## src/hdl/crc8c_pkg.sv

```systemverilog
// ----------------------------------------------------------------------------
// crc8c_pkg
// Shared types, register indexes and bit helpers for the CRC-8 checker.
// ----------------------------------------------------------------------------
package crc8c_pkg;

	localparam int CFG_IDX_W = 3;

	localparam logic [CFG_IDX_W-1:0] REG_POLYNOMIAL    = 3'd0;
	localparam logic [CFG_IDX_W-1:0] REG_INIT_VALUE    = 3'd1;
	localparam logic [CFG_IDX_W-1:0] REG_FINAL_XOR     = 3'd2;
	localparam logic [CFG_IDX_W-1:0] REG_REFLECT_INPUT = 3'd3;
	localparam logic [CFG_IDX_W-1:0] REG_REFLECT_CHECK = 3'd4;

	localparam logic [7:0] POLYNOMIAL_RST = 8'h07;
	localparam logic [7:0] INIT_VALUE_RST = 8'h00;
	localparam logic [7:0] FINAL_XOR_RST  = 8'h00;

	typedef struct packed {
		logic [7:0] polynomial;
		logic [7:0] init_value;
		logic [7:0] final_xor;
		logic       reflect_input;
		logic       reflect_check;
	} cfg_t;

	// one queue entry: byte already in processing bit order, checksum in compare order
	typedef struct packed {
		logic [7:0] data_byte;
		logic       first_byte;
		logic       last_byte;
		logic [7:0] expected_sum;
	} qent_t;

	function automatic logic [7:0] bit_rev8(input logic [7:0] v);
		logic [7:0] r;
		for (int i = 0; i < 8; i++) begin
			r[i] = v[7-i];
		end
		return r;
	endfunction

	// eight MSB-first shift steps
	function automatic logic [7:0] crc8_byte(input logic [7:0] r_in, input logic [7:0] poly);
		logic [7:0] r;
		r = r_in;
		for (int k = 0; k < 8; k++) begin
			if (r[7]) begin
				r = {r[6:0], 1'b0} ^ poly;
			end else begin
				r = {r[6:0], 1'b0};
			end
		end
		return r;
	endfunction

endpackage

```

## src/hdl/crc8c_front.sv

```systemverilog
// ----------------------------------------------------------------------------
// crc8c_front
// Input side: takes stream transactions and reorders bits per configuration
// before handing entries to the queue.
// ----------------------------------------------------------------------------
module crc8c_front (
	input  logic           s_axis_tvalid,
	output logic           s_axis_tready,
	input  logic [15:0]    s_axis_tdata,   // [7:0] data_byte, [15:8] expected_sum
	input  logic           s_axis_tlast,   // last_byte
	input  logic           s_axis_tuser,   // first_byte
	input  crc8c_pkg::cfg_t cfg,
	input  logic           q_full,
	output logic           q_push,
	output crc8c_pkg::qent_t q_wdata
);
	import crc8c_pkg::*;

	assign s_axis_tready = ~q_full;
	assign q_push        = s_axis_tvalid & ~q_full;

	always_comb begin
		q_wdata.data_byte    = cfg.reflect_input ? bit_rev8(s_axis_tdata[7:0]) : s_axis_tdata[7:0];
		q_wdata.first_byte   = s_axis_tuser;
		q_wdata.last_byte    = s_axis_tlast;
		q_wdata.expected_sum = cfg.reflect_check ? bit_rev8(s_axis_tdata[15:8])
		                                         : s_axis_tdata[15:8];
	end

endmodule

```

## src/hdl/crc8c_queue.sv

```systemverilog
// ----------------------------------------------------------------------------
// crc8c_queue
// Small FIFO between front and back; push and pop in the same cycle.
// ----------------------------------------------------------------------------
module crc8c_queue #(
	parameter int DEPTH = 2
) (
	input  logic             clk,
	input  logic             arst_n,
	input  logic             push,
	input  crc8c_pkg::qent_t wdata,
	output logic             full,
	input  logic             pop,
	output logic             rvalid,
	output crc8c_pkg::qent_t rdata
);
	import crc8c_pkg::*;

	localparam int AW = (DEPTH > 1) ? $clog2(DEPTH) : 1;
	localparam int CW = $clog2(DEPTH + 1);
	localparam logic [AW-1:0] LAST_PTR = AW'(DEPTH - 1);
	localparam logic [CW-1:0] FULL_CNT = CW'(DEPTH);

	qent_t         mem_q [DEPTH];
	logic [AW-1:0] wptr_q;
	logic [AW-1:0] rptr_q;
	logic [CW-1:0] cnt_q;

	assign full   = (cnt_q == FULL_CNT);
	assign rvalid = (cnt_q != '0);
	assign rdata  = mem_q[rptr_q];

	always_ff @(posedge clk) begin
		if (push) begin
			mem_q[wptr_q] <= wdata;
		end
	end

	always_ff @(posedge clk or negedge arst_n) begin
		if (!arst_n) begin
			wptr_q <= '0;
			rptr_q <= '0;
			cnt_q  <= '0;
		end else begin
			if (push) begin
				wptr_q <= (wptr_q == LAST_PTR) ? '0 : wptr_q + 1'b1;
			end
			if (pop) begin
				rptr_q <= (rptr_q == LAST_PTR) ? '0 : rptr_q + 1'b1;
			end
			if (push && !pop) begin
				cnt_q <= cnt_q + 1'b1;
			end else if (pop && !push) begin
				cnt_q <= cnt_q - 1'b1;
			end
		end
	end

endmodule

```

## src/hdl/crc8c_back.sv

```systemverilog
// ----------------------------------------------------------------------------
// crc8c_back
// Execution side: CRC register update per byte, result register on last byte.
// ----------------------------------------------------------------------------
module crc8c_back (
	input  logic             clk,
	input  logic             arst_n,
	input  crc8c_pkg::cfg_t  cfg,
	input  logic             q_rvalid,
	input  crc8c_pkg::qent_t q_rdata,
	output logic             q_pop,
	output logic             m_axis_tvalid,
	input  logic             m_axis_tready,
	output logic [7:0]       m_axis_tdata,   // [7:0] crc_value
	output logic             m_axis_tuser    // check_ok
);
	import crc8c_pkg::*;

	logic [7:0] crc_q;
	logic [7:0] crc_nxt;
	logic [7:0] result;
	logic       out_valid_q;
	logic [7:0] out_crc_q;
	logic       out_ok_q;
	logic       out_free;

	assign out_free = ~out_valid_q | m_axis_tready;
	assign q_pop    = q_rvalid & (~q_rdata.last_byte | out_free);

	always_comb begin
		crc_nxt = crc8_byte((q_rdata.first_byte ? cfg.init_value : crc_q) ^ q_rdata.data_byte,
		                    cfg.polynomial);
		result  = crc_nxt ^ cfg.final_xor;
	end

	always_ff @(posedge clk or negedge arst_n) begin
		if (!arst_n) begin
			crc_q       <= '0;
			out_valid_q <= 1'b0;
		end else begin
			if (q_pop) begin
				crc_q <= crc_nxt;
			end
			if (q_pop && q_rdata.last_byte) begin
				out_valid_q <= 1'b1;
			end else if (m_axis_tready) begin
				out_valid_q <= 1'b0;
			end
		end
	end

	always_ff @(posedge clk) begin
		if (q_pop && q_rdata.last_byte) begin
			out_crc_q <= result;
			out_ok_q  <= (q_rdata.expected_sum == result);
		end
	end

	assign m_axis_tvalid = out_valid_q;
	assign m_axis_tdata  = out_crc_q;
	assign m_axis_tuser  = out_ok_q;

endmodule

```

## src/hdl/crc8_configurable_check.sv

```systemverilog
// ----------------------------------------------------------------------------
// crc8_configurable_check
// CRC-8 over a byte stream with settable polynomial, init, final XOR and
// bit reflection; emits the checksum and a match flag on the last byte.
//
// Input stream: one message byte per transaction, tuser = first byte (reloads
// the CRC register with init_value), tlast = last byte, tdata[15:8] = the
// received checksum, used only with tlast. Output stream: one transaction per
// last byte, tdata = CRC XOR final_xor, tuser = checksum match.
// Configuration: cfg_index selects polynomial, init_value, final_xor,
// reflect_input, reflect_check (0..4); other indexes are ignored. Write only
// while no transaction is in flight.
// Throughput: one byte per cycle while not stalled; the eight shift steps are one pass of logic.
// Path to output valid: the queue write at the accepting edge, then the CRC update
// writing the result register when the entry is popped.
// Reset: CRC register cleared to zero, registers to their defaults, queue empty.
// Output stall: the result register holds; bytes without tlast keep flowing,
// and the queue fills until a pending last byte can be written out.
// ----------------------------------------------------------------------------
module crc8_configurable_check #(
	parameter int QUEUE_DEPTH = 2
) (
	input  logic                            clk,
	input  logic                            arst_n,
	input  logic                            s_axis_tvalid,
	output logic                            s_axis_tready,
	input  logic [15:0]                     s_axis_tdata,  // [7:0] data_byte, [15:8] expected_sum
	input  logic                            s_axis_tlast,  // last_byte
	input  logic                            s_axis_tuser,  // first_byte
	output logic                            m_axis_tvalid,
	input  logic                            m_axis_tready,
	output logic [7:0]                      m_axis_tdata,  // [7:0] crc_value
	output logic                            m_axis_tuser,  // check_ok
	input  logic                            cfg_valid,
	output logic                            cfg_ready,
	input  logic [crc8c_pkg::CFG_IDX_W-1:0] cfg_index,
	input  logic [7:0]                      cfg_data
);
	import crc8c_pkg::*;

	cfg_t  cfg_q;
	logic  q_full;
	logic  q_push;
	logic  q_pop;
	logic  q_rvalid;
	qent_t q_wdata;
	qent_t q_rdata;

	assign cfg_ready = 1'b1;

	always_ff @(posedge clk or negedge arst_n) begin
		if (!arst_n) begin
			cfg_q.polynomial    <= POLYNOMIAL_RST;
			cfg_q.init_value    <= INIT_VALUE_RST;
			cfg_q.final_xor     <= FINAL_XOR_RST;
			cfg_q.reflect_input <= 1'b0;
			cfg_q.reflect_check <= 1'b0;
		end else if (cfg_valid) begin
			case (cfg_index)
				REG_POLYNOMIAL:    cfg_q.polynomial    <= cfg_data;
				REG_INIT_VALUE:    cfg_q.init_value    <= cfg_data;
				REG_FINAL_XOR:     cfg_q.final_xor     <= cfg_data;
				REG_REFLECT_INPUT: cfg_q.reflect_input <= cfg_data[0];
				REG_REFLECT_CHECK: cfg_q.reflect_check <= cfg_data[0];
				default: ;
			endcase
		end
	end

	crc8c_front u_front (
		.s_axis_tvalid (s_axis_tvalid),
		.s_axis_tready (s_axis_tready),
		.s_axis_tdata  (s_axis_tdata),
		.s_axis_tlast  (s_axis_tlast),
		.s_axis_tuser  (s_axis_tuser),
		.cfg           (cfg_q),
		.q_full        (q_full),
		.q_push        (q_push),
		.q_wdata       (q_wdata)
	);

	crc8c_queue #(
		.DEPTH (QUEUE_DEPTH)
	) u_queue (
		.clk    (clk),
		.arst_n (arst_n),
		.push   (q_push),
		.wdata  (q_wdata),
		.full   (q_full),
		.pop    (q_pop),
		.rvalid (q_rvalid),
		.rdata  (q_rdata)
	);

	crc8c_back u_back (
		.clk           (clk),
		.arst_n        (arst_n),
		.cfg           (cfg_q),
		.q_rvalid      (q_rvalid),
		.q_rdata       (q_rdata),
		.q_pop         (q_pop),
		.m_axis_tvalid (m_axis_tvalid),
		.m_axis_tready (m_axis_tready),
		.m_axis_tdata  (m_axis_tdata),
		.m_axis_tuser  (m_axis_tuser)
	);

endmodule

```

## config.mk

```make
export PLATFORM = sky130hd
export DESIGN_NAME = crc8_configurable_check
export DESIGN_NICKNAME = d
export VERILOG_FILES = /design/src/hdl/crc8c_pkg.sv /design/src/hdl/crc8c_front.sv /design/src/hdl/crc8c_queue.sv /design/src/hdl/crc8c_back.sv /design/src/hdl/crc8_configurable_check.sv
export SDC_FILE = /design/constraint.sdc
export NUM_CORES = 1
export LEC_CHECK = 0
export ABC_AREA = 1
export BUFFER_PORTS_ARGS = -buffer_cell sky130_fd_sc_hd__buf_2
export CORE_UTILIZATION = 60
export CTS_CLUSTER_SIZE = 20
export DETAILED_ROUTE_END_ITERATION = 10
export PLACE_DENSITY = 0.91
export SLEW_MARGIN = 15
export SYNTH_ARGS = -nofsm -noshare
export SYNTH_HDL_FRONTEND = slang
export SYNTH_HIERARCHICAL = 1
export SYNTH_SLANG_ARGS = --single-unit
```

## constraint.sdc

```tcl
create_clock -name clk -period 4.3 [get_ports clk]
set_input_delay 0.215 -clock clk [delete_from_list [all_inputs] [get_ports clk]]
set_output_delay 0.215 -clock clk [all_outputs]
set_load 0.02 [all_outputs]
```

# After elaboration in Yosys (flattened, before gate mapping)

Memories as Yosys holds them, arrays and structs flattened.
Index checks and enable logic that the tools add are counted.

Equal/unequal tests: 6
Multipliers: 0
Div/mod/pow operators: 0
Bitwise logic cells: 17
Reduce and logical (&&, ||, !) cells: 14
Shift-type cells: 0
Order comparisons: 0
Add/subtract/negate cells: 4
Mux-type cells: 19

Operators by type and width:

| cell                                                               | number |
|---|---|
| 8-bit 2-to-1 mux                                                   | 11 |
| 8-bit bitwise XOR                                                  | 10 |
| 2-bit AND reduction                                                | 5 |
| 8-bit == test                                                      | 1 |
| 3-bit by 2-bit == test with 1-bit output, second input constant    | 2 |
| 1-bit 2-to-1 mux                                                   | 6 |
| 2-bit nonzero test                                                 | 3 |
| 2-bit 2-to-1 mux                                                   | 2 |
| 3-bit by 1-bit == test with 1-bit output, second input constant    | 1 |
| 3-bit == test, second input constant                               | 1 |
| 1-bit logical AND                                                  | 3 |
| 3-bit zero test                                                    | 1 |
| 1-bit inverter                                                     | 3 |
| 1-bit adder, second input constant                                 | 2 |
| 2-bit by 1-bit adder with 2-bit output, second input constant      | 1 |
| 1-bit AND                                                          | 2 |
| 2-bit == test, second input constant                               | 1 |
| 1-bit zero test                                                    | 2 |
| 1-bit bitwise OR                                                   | 2 |
| 2-bit by 1-bit subtractor with 2-bit output, second input constant | 1 |

RAM bits: 36
Memories kept: 1
Bits of input ports: 34
Flip-flop bits (word level): 48
Latch bits: 0
Output and inout port bits: 12
Logic and storage cells: 73
Memory bits (read-only): 0

Memories:

| name          | depth | width | rd ports | clocked after Yosys merged registers in | wr ports | RTL line          | RTL |
|---|---|---|---|---|---|---|---|
| u_queue.mem_q | 2     | 18    | 1        | 0                                       | 1        | crc8c_queue.sv:24 | `qent_t mem_q [DEPTH];` |

# Depth between registers and ports, before layout

Gate-level depths: netlist (run 1).
An unclocked memory read counts as a cell.

Depth after elaboration: 21
Depth in mapped cells: 38
Mapped depth without buffers: 36

# Cells and area by module

Netlist (run 1), hierarchy kept.

Modules (own cells, without submodules):

| module                  | cells an instance | area each (um^2) | times used | sequential area each (um^2) |
|---|---|---|---|---|
| crc8c_back              | 432               | 2620.0           | 1          | 495.5 |
| crc8c_queue             | 81                | 1555.2           | 1          | 1181.1 |
| crc8_configurable_check | 126               | 1102.3           | 1          | 654.4 |
| crc8c_front             | 57                | 236.5            | 1          | 0.0 |

# Least setup slack after synthesis (run 1)

Ideal clock, no wire load.

Path type: register to register
Start: register u_queue.rptr_q
End: register u_back.out_ok_q, in the netlist u_back/m_axis_tuser, data pin
Period minus slack after synthesis: 3.593 ns
Setup slack: 0.707 ns
Data required time: 4.049 ns
Setup time: 0.251 ns
Path buffers: 3
Cell stages (with the launch flop): 35
Arrival: 3.342 ns
Cells stage by stage: dfrtp_1 > buf_6 > mux2_2 > buf_4 > nand2_2 > nand3_4 > nand2_4 > nand3_4 > nand2_4 > nand2_2 > nand2_2 > nand3_4 > nand2_4 > inv_2 > nor2_4 > nand2_1 > nand2_1 > nand2_2 > nand2_2 > inv_2 > nor2_2 > nand3_2 > nand2_4 > buf_8 > nand2_1 > o21ai_1 > nand2_1 > nand2_1 > nand2_2 > nand2_1 > nand3_1 > nand2_1 > nor2_1 > nand2_1 > nor2_1

RTL lines:

| element                | RTL line          | RTL |
|---|---|---|
| start, declared        | crc8c_queue.sv:26 | `logic [AW-1:0] rptr_q;` |
| start signal, assigned | crc8c_queue.sv:49 | `rptr_q <= (rptr_q == LAST_PTR) ? '0 : rptr_q + 1'b1;` |
| end signal, assigned   | crc8c_back.sv:55  | `out_ok_q <= (q_rdata.expected_sum == result);` |
| end, declared          | crc8c_back.sv:24  | `logic out_ok_q;` |

==> flow_results.org, run 1 <==
** Detailed routing
- Summed over all layers, the routed wires come to approximately 14 mm.
- Initial drt markers :: 429
- Using the TritonRoute via totals, the vias-per-cell ratio works out to ~5.8.
- Antenna violation net count after detailed routing :: 0
- After detailed routing, the number of remaining DRC violations is 1.
- Detailed routing inserted a total of 4975 vias.
- After detailed routing, the average wire length per cell comes to between 15 and 20 um.
- The pre-antenna-repair detailed-routing pass consisted of 9 iterations.

** CTS
- After clock tree synthesis, the clock-pin slew on the worst setup and hold paths is roughly 0.08 ns.
- For this design, the sink count on the clock tree is 84.
- In this run, CTS created clock tree buffers numbering 9.
- Counting along the longest clock path gives a buffer depth of 2.
- Clock tree root driver cell :: sky130_fd_sc_hd__clkbuf_8
- The clock tree synthesis step divided the H-tree into 3 levels.
- Worst-skew pair later-pin latency :: between 0.3 and 0.4 ns
- TritonCTS built the clock tree.

** Placement
- After legalization and detailed placement, the total HPWL measured 9.35 mm.
- Routability-driven placement congestion ratio :: ~0.92
- Buffers placed on the I/O ports in this run total between 40 and 50.

** Yosys
- The share of synthesized area in the top cell type comes to 0.245.
- Most used standard cells in the synthesized netlist :: sky130_fd_sc_hd__nand2_1, sky130_fd_sc_hd__nand3_1, sky130_fd_sc_hd__inv_1
- Post-synthesis register bit count :: 84
- Synth area leaders :: sky130_fd_sc_hd__edfxtp_1, sky130_fd_sc_hd__nand2_1, sky130_fd_sc_hd__dfrtp_1, sky130_fd_sc_hd__nand3_1, sky130_fd_sc_hd__inv_1
- A synthesized cell averages just under 8 sq um.
- Primary FF master, synth :: sky130_fd_sc_hd__edfxtp_1
- Post-synth ARST share :: 0.464
- Number of nets in the synthesized netlist :: 731
- Distinct cell type count after synthesis :: 34
- Synthesis Warnings :: 6
- Cells after Synth :: approximately 700
- Combined area of all synthesized cells :: roughly 5500 sq um
- sky130_fd_sc_hd__edfxtp_1 takes more of the synthesized area than any other cell.
- Most used standard cell by instance count after synthesis :: sky130_fd_sc_hd__nand2_1
- Counting flops with a built-in enable in the synthesized netlist gives 45.
- Of the synthesized area, sequential elements account for 0.423.

** Setup path
- Delay of the slowest cell on the worst path :: 0.45 ns
- Startpoint kind of the worst setup timing path :: flip-flop
- Slowest library cell on the worst path :: sky130_fd_sc_hd__dfrtp_2
- Largest fanout of any net on the critical path :: 10
- Worst path required time :: 4.52 ns
- Crit Path Category :: flip-flop to flip-flop
- Critical Path Sink Type :: flip-flop
- Launch instance of the worst register-to-register path :: u_queue/rptr_q$_DFFE_PN0P_
- In this run the worst setup path begins at u_queue/rptr_q$_DFFE_PN0P_.
- STA puts the critical path data arrival time at between 4 and 5 ns.
- Most repeated library cell on the critical path :: sky130_fd_sc_hd__nand2_1

** Cells and area
- Net total in the final layout :: between 700 and 800
- From synthesis to final layout, the design area changed by 14.3%.
- Share of cells above drive strength 1 :: 0.250
- The repair_antennas step left the layout with diodes totalling 0.

** STA
- Clock skew :: slightly below 0.005 ns
- Final Hold Vio Count :: 0
- Relative slew slack :: 0.280
- Min Clock Period, post-route :: approximately 4.2 ns
- Setup_tns :: 0 ns
- Worst Tran Pin Value :: about 1.1 ns
- Number of pins with negative max-slew slack in the final report :: 0
- Crit share post-route :: 0.971
- Maximum clock rate :: approximately 240 MHz
- Setup violations remaining at the end of the flow were counted as 0.

** Status
- The final reports fail on DRC.
- The run finished, with violations left.

** Die
- The die covers between 9000 and 10000 sq um.
- Die boundary width :: slightly below 100 um
- Initial standard-cell utilization of the core :: 0.626
- In this run the vertical extent of the chip is 97.9 um.
- Number of I/O pins :: 46
- Row count :: 34
- In this run the standard cell core region covers 8810 sq um.

** GRT
- All-layer global routing usage :: 0.280
- Entering global routing, the biggest net connects 40 pins.
- The initial antenna violation count was 0.
- Global-route congestion overflow total :: 0
- Global-route wire length before repair :: approximately 21 mm
- The via count of the first global-routing pass came to 4861.

** Worst hold path
- The worst hold path begins at s_axis_tlast.
- In this run the worst hold path is classified as input pin to flip-flop.

** Job
- Max-capacitance violation count :: 0
## worst paths after layout
check	to	slack [ns]	cells after the start
max in group asynchronous	u_queue/rptr_q$_DFFE_PN0P_	3.19	2
worst min register to register	cfg_q[11]$_DFFE_PN0P_	0.50	2
worst min-delay path	u_queue/mem_q[1][8]$_DFFE_PP_	0.05	1
worst max-delay path	u_back/m_axis_tuser$_DFFE_PP_	0.13	33
worst max register to register	u_back/m_axis_tuser$_DFFE_PP_	0.13	33
min in group asynchronous	u_queue/cnt_q[0]$_DFFE_PN0P_	0.51	2
## metal layers
layer  GRT usage  up-vias  part of all wire
met1       0.308     2300              0.37
met5           0        -                 0
met3      0.0544       77             0.072
met2       0.511      295              0.51
li1            -     2303                 -
met4       0.143        0             0.046
## metrics by stage
stage	hold slack (ns)	instances	setup WS, ns	utilization	cell area (sq um)
2_1_floorplan	-0.0806	696	0.707	-	5510
3_3_place_gp	0.353	830	0.389	0.649	5720
3_5_place_dp	0.361	830	0.183	0.649	5720
4_1_cts	0.0410	847	0.0997	0.677	5960
5_1_grt	0.0324	863	-0.192	0.716	6300
6_report	0.0482	863	0.126	0.716	6300
## flip-flops by register name, summed over array words and instances (netlist names), 2 cells and up
signal               cells
u_back/crc_q             8
cfg_q                   26
u_back/m_axis_tdata      8
u_queue/cnt_q            2
u_queue/mem_q           36
## cell usage in the layout, fill, tap and decap left out, types with 3 or more instances in the layout
cell / Yosys / layout
sky130_fd_sc_hd__xor2_1: 13 / 13
sky130_fd_sc_hd__nand3_2: 8 / 8
sky130_fd_sc_hd__clkbuf_1: 4 / 3
sky130_fd_sc_hd__buf_4: 6 / 14
sky130_fd_sc_hd__nor2_1: 36 / 33
sky130_fd_sc_hd__inv_2: 10 / 11
sky130_fd_sc_hd__mux2_2: 9 / 7
sky130_fd_sc_hd__nand2_4: 10 / 17
sky130_fd_sc_hd__xnor2_1: 21 / 21
sky130_fd_sc_hd__nor2_4: 2 / 4
sky130_fd_sc_hd__inv_1: 69 / 67
sky130_fd_sc_hd__nor2_2: 6 / 7
sky130_fd_sc_hd__o21ai_0: 10 / 9
sky130_fd_sc_hd__nand3_4: 3 / 7
sky130_fd_sc_hd__edfxtp_1: 45 / 45
sky130_fd_sc_hd__dfstp_2: 3 / 3
sky130_fd_sc_hd__buf_2: 5 / 44
sky130_fd_sc_hd__nand3_1: 89 / 85
sky130_fd_sc_hd__buf_6: 6 / 3
sky130_fd_sc_hd__mux2_4: 9 / 12
sky130_fd_sc_hd__clkbuf_8: 0 / 9
sky130_fd_sc_hd__nand2_1: 257 / 245
sky130_fd_sc_hd__dfrtp_1: 36 / 35
sky130_fd_sc_hd__nand2_2: 26 / 30
## logic make-up after synthesis
logic type,share of synthesized area
simple gates,0.369
buf+inv,0.0878
flops,0.423
xor+xnor,0.0610
mux,0.0429
compound gates,0.0138
fa+ha+maj,0.00227
other cells,0.000680
## layout make-up
type / instances / area, sq um
Clock inverter: 3 / 68.8
Tap cell: 108 / 135
Clock buffer: 13 / 160
Sequential cell: 84 / 2330
Multi-Input combinational cell: 512 / 2890
Timing Repair Buffer: 64 / 409
Inverter: 79 / 304
Fill cell: 604 / 2500
## worst max-delay path, delay by kind of cell (launching register included)
kind                   cells  cell delay, ns
muxes                      1            0.32
and+or+nand+nor           26            2.79
DFF                        1            0.45
buffers and inverters      6            0.47
## repair_timing
action                                 4_1_cts  5_1_grt
hold buffers                                 1        0
setup buffers                                0       14
gates resized for setup                      0       51
endpoints found under the hold margin       18        0
setup endpoints to repair                    0        3
Power of run 1 is left out: the tool's default activity adds up to more than one toggle a clock period on the data nets, which glitch-free logic cannot reach.
==> run 2, diff against run 1 <==
--- a/config.mk
+++ b/config.mk
@@ -7,7 +7,9 @@
 export LEC_CHECK = 0
 export ABC_AREA = 1
 export BUFFER_PORTS_ARGS = -buffer_cell sky130_fd_sc_hd__buf_2
-export CORE_UTILIZATION = 60
+export CELL_PAD_IN_SITES_DETAIL_PLACEMENT = 0
+export CELL_PAD_IN_SITES_GLOBAL_PLACEMENT = 2
+export CORE_UTILIZATION = 36
 export CTS_CLUSTER_SIZE = 20
 export DETAILED_ROUTE_END_ITERATION = 10
 export PLACE_DENSITY = 0.91
==> flow_results.org, run 2 (synthesized netlist as in run 1, its figures left out) <==
** Status
- Run status :: complete, no violations

** GRT
- The combined global-route utilization of all metal layers is 0.170 (-0.110).
- The via count of the first global-routing pass was 4192 (-14%).
- GR Util met3 :: 0.0153 (-0.0391)
- The initial antenna violation count is 0 (unchanged).
- The first-pass GRT wire length is 20.9 mm (-1.5%).
- The total congestion overflow after global routing was 0 (unchanged).
- The pin count of the biggest net entering global routing is 40 (unchanged).
- GR met1 Demand/Resource :: 0.221 (-0.0869)
- After global routing, the most crowded layer is met2.
- The met2 track utilization from global routing is 0.293 (-0.218).

** STA
- The worst-case clock skew came to 0.00855 ns (+0.00359 ns).
- Relative slew slack :: 0.282 (+0.00207)
- Crit share post-route :: 0.912 (-0.0583)
- Min Clock Period, post-route :: 3.92 ns (-0.251 ns)
- Number of pins with negative max-slew slack in the final report :: 0 (unchanged)
- The slew of the pin with the lowest slew margin is 1.08 ns (-0.00309 ns).
- The final hold violation count came to 0 (unchanged).
- Setup violations, final :: 0 (unchanged)
- The maximum achievable frequency was 255 MHz (+6.4%).

** CTS
- TritonCTS built the clock tree.
- Number of buffers added to fix hold violations after cts :: 0 (-1)
- The root buffer cell chosen for the clock tree is sky130_fd_sc_hd__clkbuf_16.
- The number of buffers between clock root and the deepest sink came to 2 (unchanged).
- The count of H-tree levels built during CTS is 3 (unchanged).
- Worst-skew pair later-pin latency :: 0.33 ns (-0.02 ns)
- The clock transition time at the flip-flop clock pins of the worst setup and hold paths came to 0.06 ns (-0.02 ns).
- Clock buffer count from CTS :: 9 (unchanged)
- The CTS sink count is 84 (unchanged).

** Setup path
- The startpoint identified for the worst register-to-register timing path is u_queue/rptr_q$_DFFE_PN0P_.
- The setup path with the least slack is of type flip-flop to flip-flop.
- Among cell families on the critical path, the largest total delay comes from simple AND/OR/NAND/NOR gates.
- The buffering stage count on the worst path with inverters included is 5 (-1).
- In this run the worst setup path begins at u_queue/rptr_q$_DFFE_PN0P_.
- Endpoint arrival time on the critical path :: 4.12 ns (-0.27 ns)
- Largest fanout of any net on the critical path :: 10 (unchanged)
- The slowest stage of the critical path is the sky130_fd_sc_hd__dfrtp_1 cell.
- Startpoint kind of the worst setup timing path :: flip-flop
- Delay of the slowest cell on the worst path :: 0.39 ns (-0.06 ns)
- The data required time at the worst endpoint is 4.50 ns (-0.02 ns).
- The most numerous cell type found on the critical path is sky130_fd_sc_hd__nand2_4.
- Critical Path Sink Type :: flip-flop

** Detailed routing
- Routed wire length :: 12.7 mm (-8.3%)
- The via count came to 4353 (-13%).
- Routed length per placed instance :: 13.6 um (-15%)
- The iteration count of the initial detailed-routing pass came to 4 (-5).
- The detailed-route vias per instance was 4.68 (-19%).
- The violation count after the first detailed-route iteration came to 277 (-35%).
- The number of nets with antenna violations after routing came to 0 (unchanged).
- Number of remaining DRC errors :: 0 (-1)

** Cells and area
- Net total in the final layout :: 777 (-1.0%)
- Antenna Diode Count :: 0 (unchanged)
- The area of combinational cells with multiple inputs was 2810 sq um (-2.9%).
- The share of final-layout standard cells stronger than drive strength 1 is 0.225 (-0.0254).
- Area growth from synthesis to layout :: 14.0%
- Register with the most flip-flops :: u_queue/mem_q
- The library cells used most frequently in the layout, excluding fill and tap cells, are sky130_fd_sc_hd__nand2_1, sky130_fd_sc_hd__nand3_1, sky130_fd_sc_hd__inv_1, sky130_fd_sc_hd__edfxtp_1, sky130_fd_sc_hd__buf_2.
- The number of non-filler instances in the completed layout was 931 (+7.9%).
- The register area was 2330 sq um (about the same).
- Commonest non-fill, non-tap cell in the layout :: sky130_fd_sc_hd__nand2_1
- Fillcell total :: 1457 (+140%)
- Number of flip-flops in the largest register :: 36 (unchanged)
- In the final layout, the registers with the most flip-flops are u_queue/mem_q: 36 flops, cfg_q: 26 flops.

** Die
- Number of I/O pins :: 46 (unchanged)
- Row count :: 44 (+29%)
- Initial standard-cell utilization of the core :: 0.374 (-0.252)
- Die boundary width :: 126 um (+29%)
- The die span in y came to 126 um (+29%).
- The area of the core is 14800 sq um (+68%).
- The area of the die was 15800 sq um (+65%).

** Placement
- The cell count after placement came to 907 (+9.3%).
- The half-perimeter wire length of the detailed placement result was 9.75 mm (+4.3%).
- Routability-driven placement congestion ratio :: 0.830 (-10%)
- Count of buffers from port buffering :: 44 (unchanged)

** Worst hold path
- Min-delay worst type :: input pin to asynchronous set/reset pin

** Job
- The number of maximum-capacitance constraint violations is 0 (unchanged).
## run 2: layer usage
metal,up-vias,share of wire
li1,2282,-
met5,-,0
met1,2004,0.46
met4,0,0.018
met3,16,0.020
met2,51,0.50
## run 2: final timing paths
| kind | endpoint | slack (ns) | cells past startpoint |
|---|---|---|---|
| worst max-delay path | u_back/m_axis_tuser$_DFFE_PP_ | 0.38 | 27 |
| worst min-delay path | u_back/crc_q[6]$_DFFE_PN0P_ | 0.002 | 1 |
| worst max register to register | u_back/m_axis_tuser$_DFFE_PP_ | 0.38 | 27 |
| worst min register to register | u_queue/cnt_q[1]$_DFFE_PN0P_ | 0.48 | 2 |
| max in group asynchronous | u_back/m_axis_tvalid$_DFFE_PN0P_ | 3.71 | 1 |
| min in group clk | u_queue/mem_q[1][9]$_DFFE_PP_ | 0.09 | 1 |
## run 2: through the flow
stage          TNS [ns]  worst slack, ns  area (sq um)  utilization  hold WS [ns]
2_1_floorplan         0            0.707          5510            -       -0.0806
3_3_place_gp          0            0.313          5820        0.395         0.399
3_5_place_dp          0            0.242          5820        0.395         0.398
4_1_cts               0            0.208          6110        0.414        0.0367
5_1_grt         -0.0150          -0.0150          6290        0.426        0.0753
6_report              0            0.377          6290        0.426       0.00194
## run 2: area by class of cell
cell class	count	area share
multi-input combinational	511	0.447
inverter	79	0.0480
sequential	84	0.371
clock inverter	7	0.0105
tap	184	0.0366
clock buffer	9	0.0358
timing repair buffer	57	0.0517
## run 2: what timing repair did
action / CTS / global route
resized for setup: 0 / 24
buffers inserted: 0 / 7
setup endpoints to repair: 0 / 2
Power of run 2 is left out for the same reason.
==> run 3, diff against run 2 <==
--- a/config.mk
+++ b/config.mk
@@ -5,14 +5,13 @@
 export SDC_FILE = /design/constraint.sdc
 export NUM_CORES = 1
 export LEC_CHECK = 0
-export ABC_AREA = 1
 export BUFFER_PORTS_ARGS = -buffer_cell sky130_fd_sc_hd__buf_2
 export CELL_PAD_IN_SITES_DETAIL_PLACEMENT = 0
 export CELL_PAD_IN_SITES_GLOBAL_PLACEMENT = 2
-export CORE_UTILIZATION = 36
+export CORE_UTILIZATION = 41
 export CTS_CLUSTER_SIZE = 20
 export DETAILED_ROUTE_END_ITERATION = 10
-export PLACE_DENSITY = 0.91
+export PLACE_DENSITY = 0.92
 export SLEW_MARGIN = 15
 export SYNTH_ARGS = -nofsm -noshare
 export SYNTH_HDL_FRONTEND = slang
==> flow_results.org, run 3 <==
** Cells and area
- The library cell used most frequently in the layout, excluding fill and tap cells, is sky130_fd_sc_hd__buf_4.
- The share of final-layout standard cells stronger than drive strength 1 is 0.474 (+0.249).
- Fillcell total :: 1180 (-19%)
- In the final layout, the registers with the most flip-flops are u_queue/mem_q: 36 flops, cfg_q: 26 flops.
- Net total in the final layout :: 711 (-8.5%)
- Number of flip-flops in the largest register :: 36 (unchanged)
- Util after Layout :: 0.549 (+0.123)
- More flip-flops sit in one register than any other, and that register is u_queue/mem_q.
- Leading cell types in the layout, fill and taps excluded :: sky130_fd_sc_hd__buf_4, sky130_fd_sc_hd__edfxtp_1, sky130_fd_sc_hd__buf_2, sky130_fd_sc_hd__nand2_1
- Area growth from synthesis to layout :: 28.5%
- The number of diodes added for antenna fixing is 0 (unchanged).

** Setup path
- Startpoint kind of the worst setup timing path :: flip-flop
- The arrival time of data at the critical path endpoint was 5.16 ns (+1.04 ns).
- The data required time at the worst endpoint is 4.48 ns (-0.02 ns).
- Largest fanout of any net on the critical path :: 5 (-5)
- Critical Path Sink Type :: flip-flop
- The endpoint identified for the worst register-to-register timing path is u_back/m_axis_tuser$_DFFE_PP_.
- R2R Setup Slk :: -0.68 ns (-1.05 ns)
- Beginning of the critical path :: u_queue/rptr_q$_DFFE_PN0P_
- The number of cells traversed by the worst register-to-register path is 19 (-30%).
- Crit Path Category :: flip-flop to flip-flop
- Launch instance of the worst register-to-register path :: u_queue/rptr_q$_DFFE_PN0P_

** STA
- The number of failing setup endpoints in the final timing report is 14 (+14).
- Setup repair after global routing could not meet its margin everywhere.
- Worst Setup Slack, final :: -0.676 ns (-1.05 ns)
- Hold Worst Slack :: -0.000478 ns (-0.00241 ns)
- The period utilization came to 1.16 (+0.245).
- The maximum achievable frequency was 201 MHz (-21%).
- Min Clock Period, post-route :: 4.98 ns (+1.05 ns)
- Number of pins with negative max-slew slack in the final report :: 0 (unchanged)
- The worst-case clock skew was 0.00591 ns (-0.00264 ns).
- Relative slew slack :: 0.399 (+0.117)
- Final Hold Vio Count :: 1 (+1)
- Worst Tran Pin Value :: 0.901 ns (-0.174 ns)

** Yosys
- Summed over all instances, the cell type with the most area after synthesis is sky130_fd_sc_hd__edfxtp_1.
- Number of enable flip-flop cells after synthesis :: 45 (unchanged)
- By instance count, the leading cell after synthesis is sky130_fd_sc_hd__edfxtp_1.
- Share of the synthesized area in the top cell type :: 0.224 (-0.0206)
- The count of different cell masters after synthesis is 76 (+120%).
- The post-synth net total was 579 (-21%).
- The async set-or-reset flop fraction in the synthesized netlist was 0.464 (unchanged).
- Synthesis Warnings :: 6 (unchanged)
- In the synthesized netlist the dominant register cell turns out to be sky130_fd_sc_hd__edfxtp_1.
- Combined area of all synthesized cells :: 6020 sq um (+9.2%)
- Synth area leaders :: sky130_fd_sc_hd__edfxtp_1, sky130_fd_sc_hd__dfrtp_1, sky130_fd_sc_hd__mux2_2, sky130_fd_sc_hd__mux2_4, sky130_fd_sc_hd__xnor2_1
- Post-synthesis register bit count :: 84 (unchanged)
- By count the netlist is led by sky130_fd_sc_hd__edfxtp_1, sky130_fd_sc_hd__nand2_1, sky130_fd_sc_hd__mux2_2.
- Sequential element share of the synthesized area :: 0.387 (-0.0356)
- Average instance area after synthesis :: 11.1 sq um (+40%)
- The post-synthesis instance total is 544 (-22%).

** Detailed routing
- Detailed-router iteration count before antenna repair :: 4 (unchanged)
- The detailed-route vias per instance was 5.58 (+19%).
- Number of remaining DRC errors :: 0 (unchanged)
- Initial drt markers :: 208 (-25%)
- Antenna violation net count after detailed routing :: 0 (unchanged)
- The total wirelength of the detailed-routed design came to 15.4 mm (+21%).
- Via count :: 4803 (+10%)
- The post-detailed-route wirelength per cell came to 17.9 um (+31%).

** GRT
- Antenna violations before repair :: 0 (unchanged)
- All-layer global routing usage :: 0.210 (+0.0399)
- Via count of the first global-routing pass :: 4654 (+11%)
- The pin count of the biggest net entering global routing was 40 (unchanged).
- The first-pass GRT wire length came to 24.2 mm (+16%).
- Global-route congestion overflow total :: 0 (unchanged)

** Die
- The starting density of the core is 0.427 (+0.0534).
- The chip width is 123 um (-2.1%).
- The count of standard-cell rows is 43 (-2.3%).
- Number of I/O pins :: 46 (unchanged)
- The area of the die came to 15200 sq um (-4.1%).
- The die span in y came to 123 um (-2.1%).
- The area of the core was 14100 sq um (-4.5%).

** Placement
- The final weighted congestion in routability-driven placement is 0.880 (+6.0%).
- Detailed placer's ending HPWL :: 11.5 mm (+18%)
- The count of buffers inserted at the top-level ports was 44 (unchanged).

** CTS
- Number of sinks handled by clock tree synthesis :: 84 (unchanged)
- The clock network latency to the later pin of the worst-skew pair came to 0.33 ns (about the same).
- Clock buffer count from CTS :: 9 (unchanged)
- TritonCTS built the clock tree.
- Clock Pin Slew Worst Setup and Hold Paths :: 0.06 ns (about the same)
- The count of hold buffers inserted by post-cts repair was 0 (unchanged).
- Htree depth :: 3 (unchanged)
- The tree is rooted in a sky130_fd_sc_hd__clkbuf_16.
- Maximum clock path buffer count :: 2 (unchanged)

** Job
- Max-capacitance violation count :: 0 (unchanged)

** Status
- The run finished, with violations left.
- Violated checks :: hold timing, setup timing

** Worst hold path
- The min-delay analysis places its worst path in the category input pin to asynchronous set/reset pin.
[run 3: cell count changes after synthesis, moves of 17 or more]
cell                      change
sky130_fd_sc_hd__nand2_1    -217
sky130_fd_sc_hd__inv_1       -62
sky130_fd_sc_hd__mux2i_1     +17
sky130_fd_sc_hd__nand3_1     -69
sky130_fd_sc_hd__mux2_4      +17
sky130_fd_sc_hd__mux2_2      +29
sky130_fd_sc_hd__a21oi_1     +20
sky130_fd_sc_hd__nand2_2     -24
[run 3: repair_timing]
action | CTS | global route
resized for setup | 38 | 19
endpoints found under the setup margin | 15 | 16
pin swaps | 7 | 5
buffers inserted | 8 | 4
[run 3: worst max-delay path by stage]
stage	endpoint	slack [ns]	depth (start not counted)
2_1_floorplan	u_back/m_axis_tuser$_DFFE_PP_	-0.69	22
5_1_grt	u_back/m_axis_tuser$_DFFE_PP_	-0.93	18
3_5_place_dp	u_back/m_axis_tuser$_DFFE_PP_	-0.85	20
3_3_place_gp	u_back/m_axis_tuser$_DFFE_PP_	-0.70	20
4_1_cts	u_back/m_axis_tuser$_DFFE_PP_	-0.65	19
6_report	u_back/m_axis_tuser$_DFFE_PP_	-0.68	19
[run 3: critical path, stage by stage (launching register included)]
cell and delay, ns:
sky130_fd_sc_hd__dfrtp_1 0.40, sky130_fd_sc_hd__mux2_4 0.36, sky130_fd_sc_hd__mux2i_4 0.30, sky130_fd_sc_hd__xor2_4 0.25, sky130_fd_sc_hd__a21oi_2 0.08, sky130_fd_sc_hd__o32a_1 0.34
sky130_fd_sc_hd__and3_4 0.22, sky130_fd_sc_hd__or3_1 0.34, sky130_fd_sc_hd__o211ai_1 0.19, sky130_fd_sc_hd__o22ai_2 0.13, sky130_fd_sc_hd__xnor2_2 0.21, sky130_fd_sc_hd__xnor3_2 0.51
sky130_fd_sc_hd__buf_6 0.15, sky130_fd_sc_hd__nor3_4 0.14, sky130_fd_sc_hd__mux2i_4 0.10, sky130_fd_sc_hd__xor2_2 0.23, sky130_fd_sc_hd__xnor2_2 0.16, sky130_fd_sc_hd__nor2_1 0.05
sky130_fd_sc_hd__or4_1 0.54, sky130_fd_sc_hd__nor3_2 0.12
[run 3: per-layer routing]
metal	vias to the layer above	wire, um	GRT usage
met2	130	7620	0.349
met4	0	356	0.0821
li1	2252	-	-
met3	22	541	0.0254
met1	2399	6910	0.278
met5	-	0	0
[run 3: kinds of logic (layout without fill, tap and decap cells)]
family	count (synthesis)	in the layout	share of synthesized area
XOR/XNOR	69	69	0.123
AND/OR/NAND/NOR	146	146	0.130
buffers and inverters	45	182	0.0445
adder cells (fa/ha/maj)	1	1	0.00208
AO/OA/AOI/OAI	115	115	0.141
multiplexers	83	83	0.172
other	1	1	0.000623
flip-flops	84	84	0.387
[run 3: cell type report]
type                    count  area, sq um  share of cell area
well taps                 180          225              0.0291
inverters                  11         41.3             0.00534
flip-flops and latches     84         2330               0.301
clock inverters             4         28.8             0.00372
repair buffers            155         1070               0.139
clock buffers              12          267              0.0345
multi-input cells         415         3770               0.487
[run 3: metrics by stage]
step	std cells	instance area [sq um]	hold WS [ns]	TNS, ns	setup WS (ns)
floorplan	544	6110	-0.0806	-2.28	-0.694
global placement	835	7080	0.363	-3.76	-0.698
detailed placement	835	7080	0.381	-4.90	-0.846
CTS	859	7640	0.0311	-2.96	-0.652
global route	861	7730	0.0626	-6.16	-0.929
finish	861	7730	-0.000478	-3.42	-0.676
Power of run 3 is left out for the same reason.
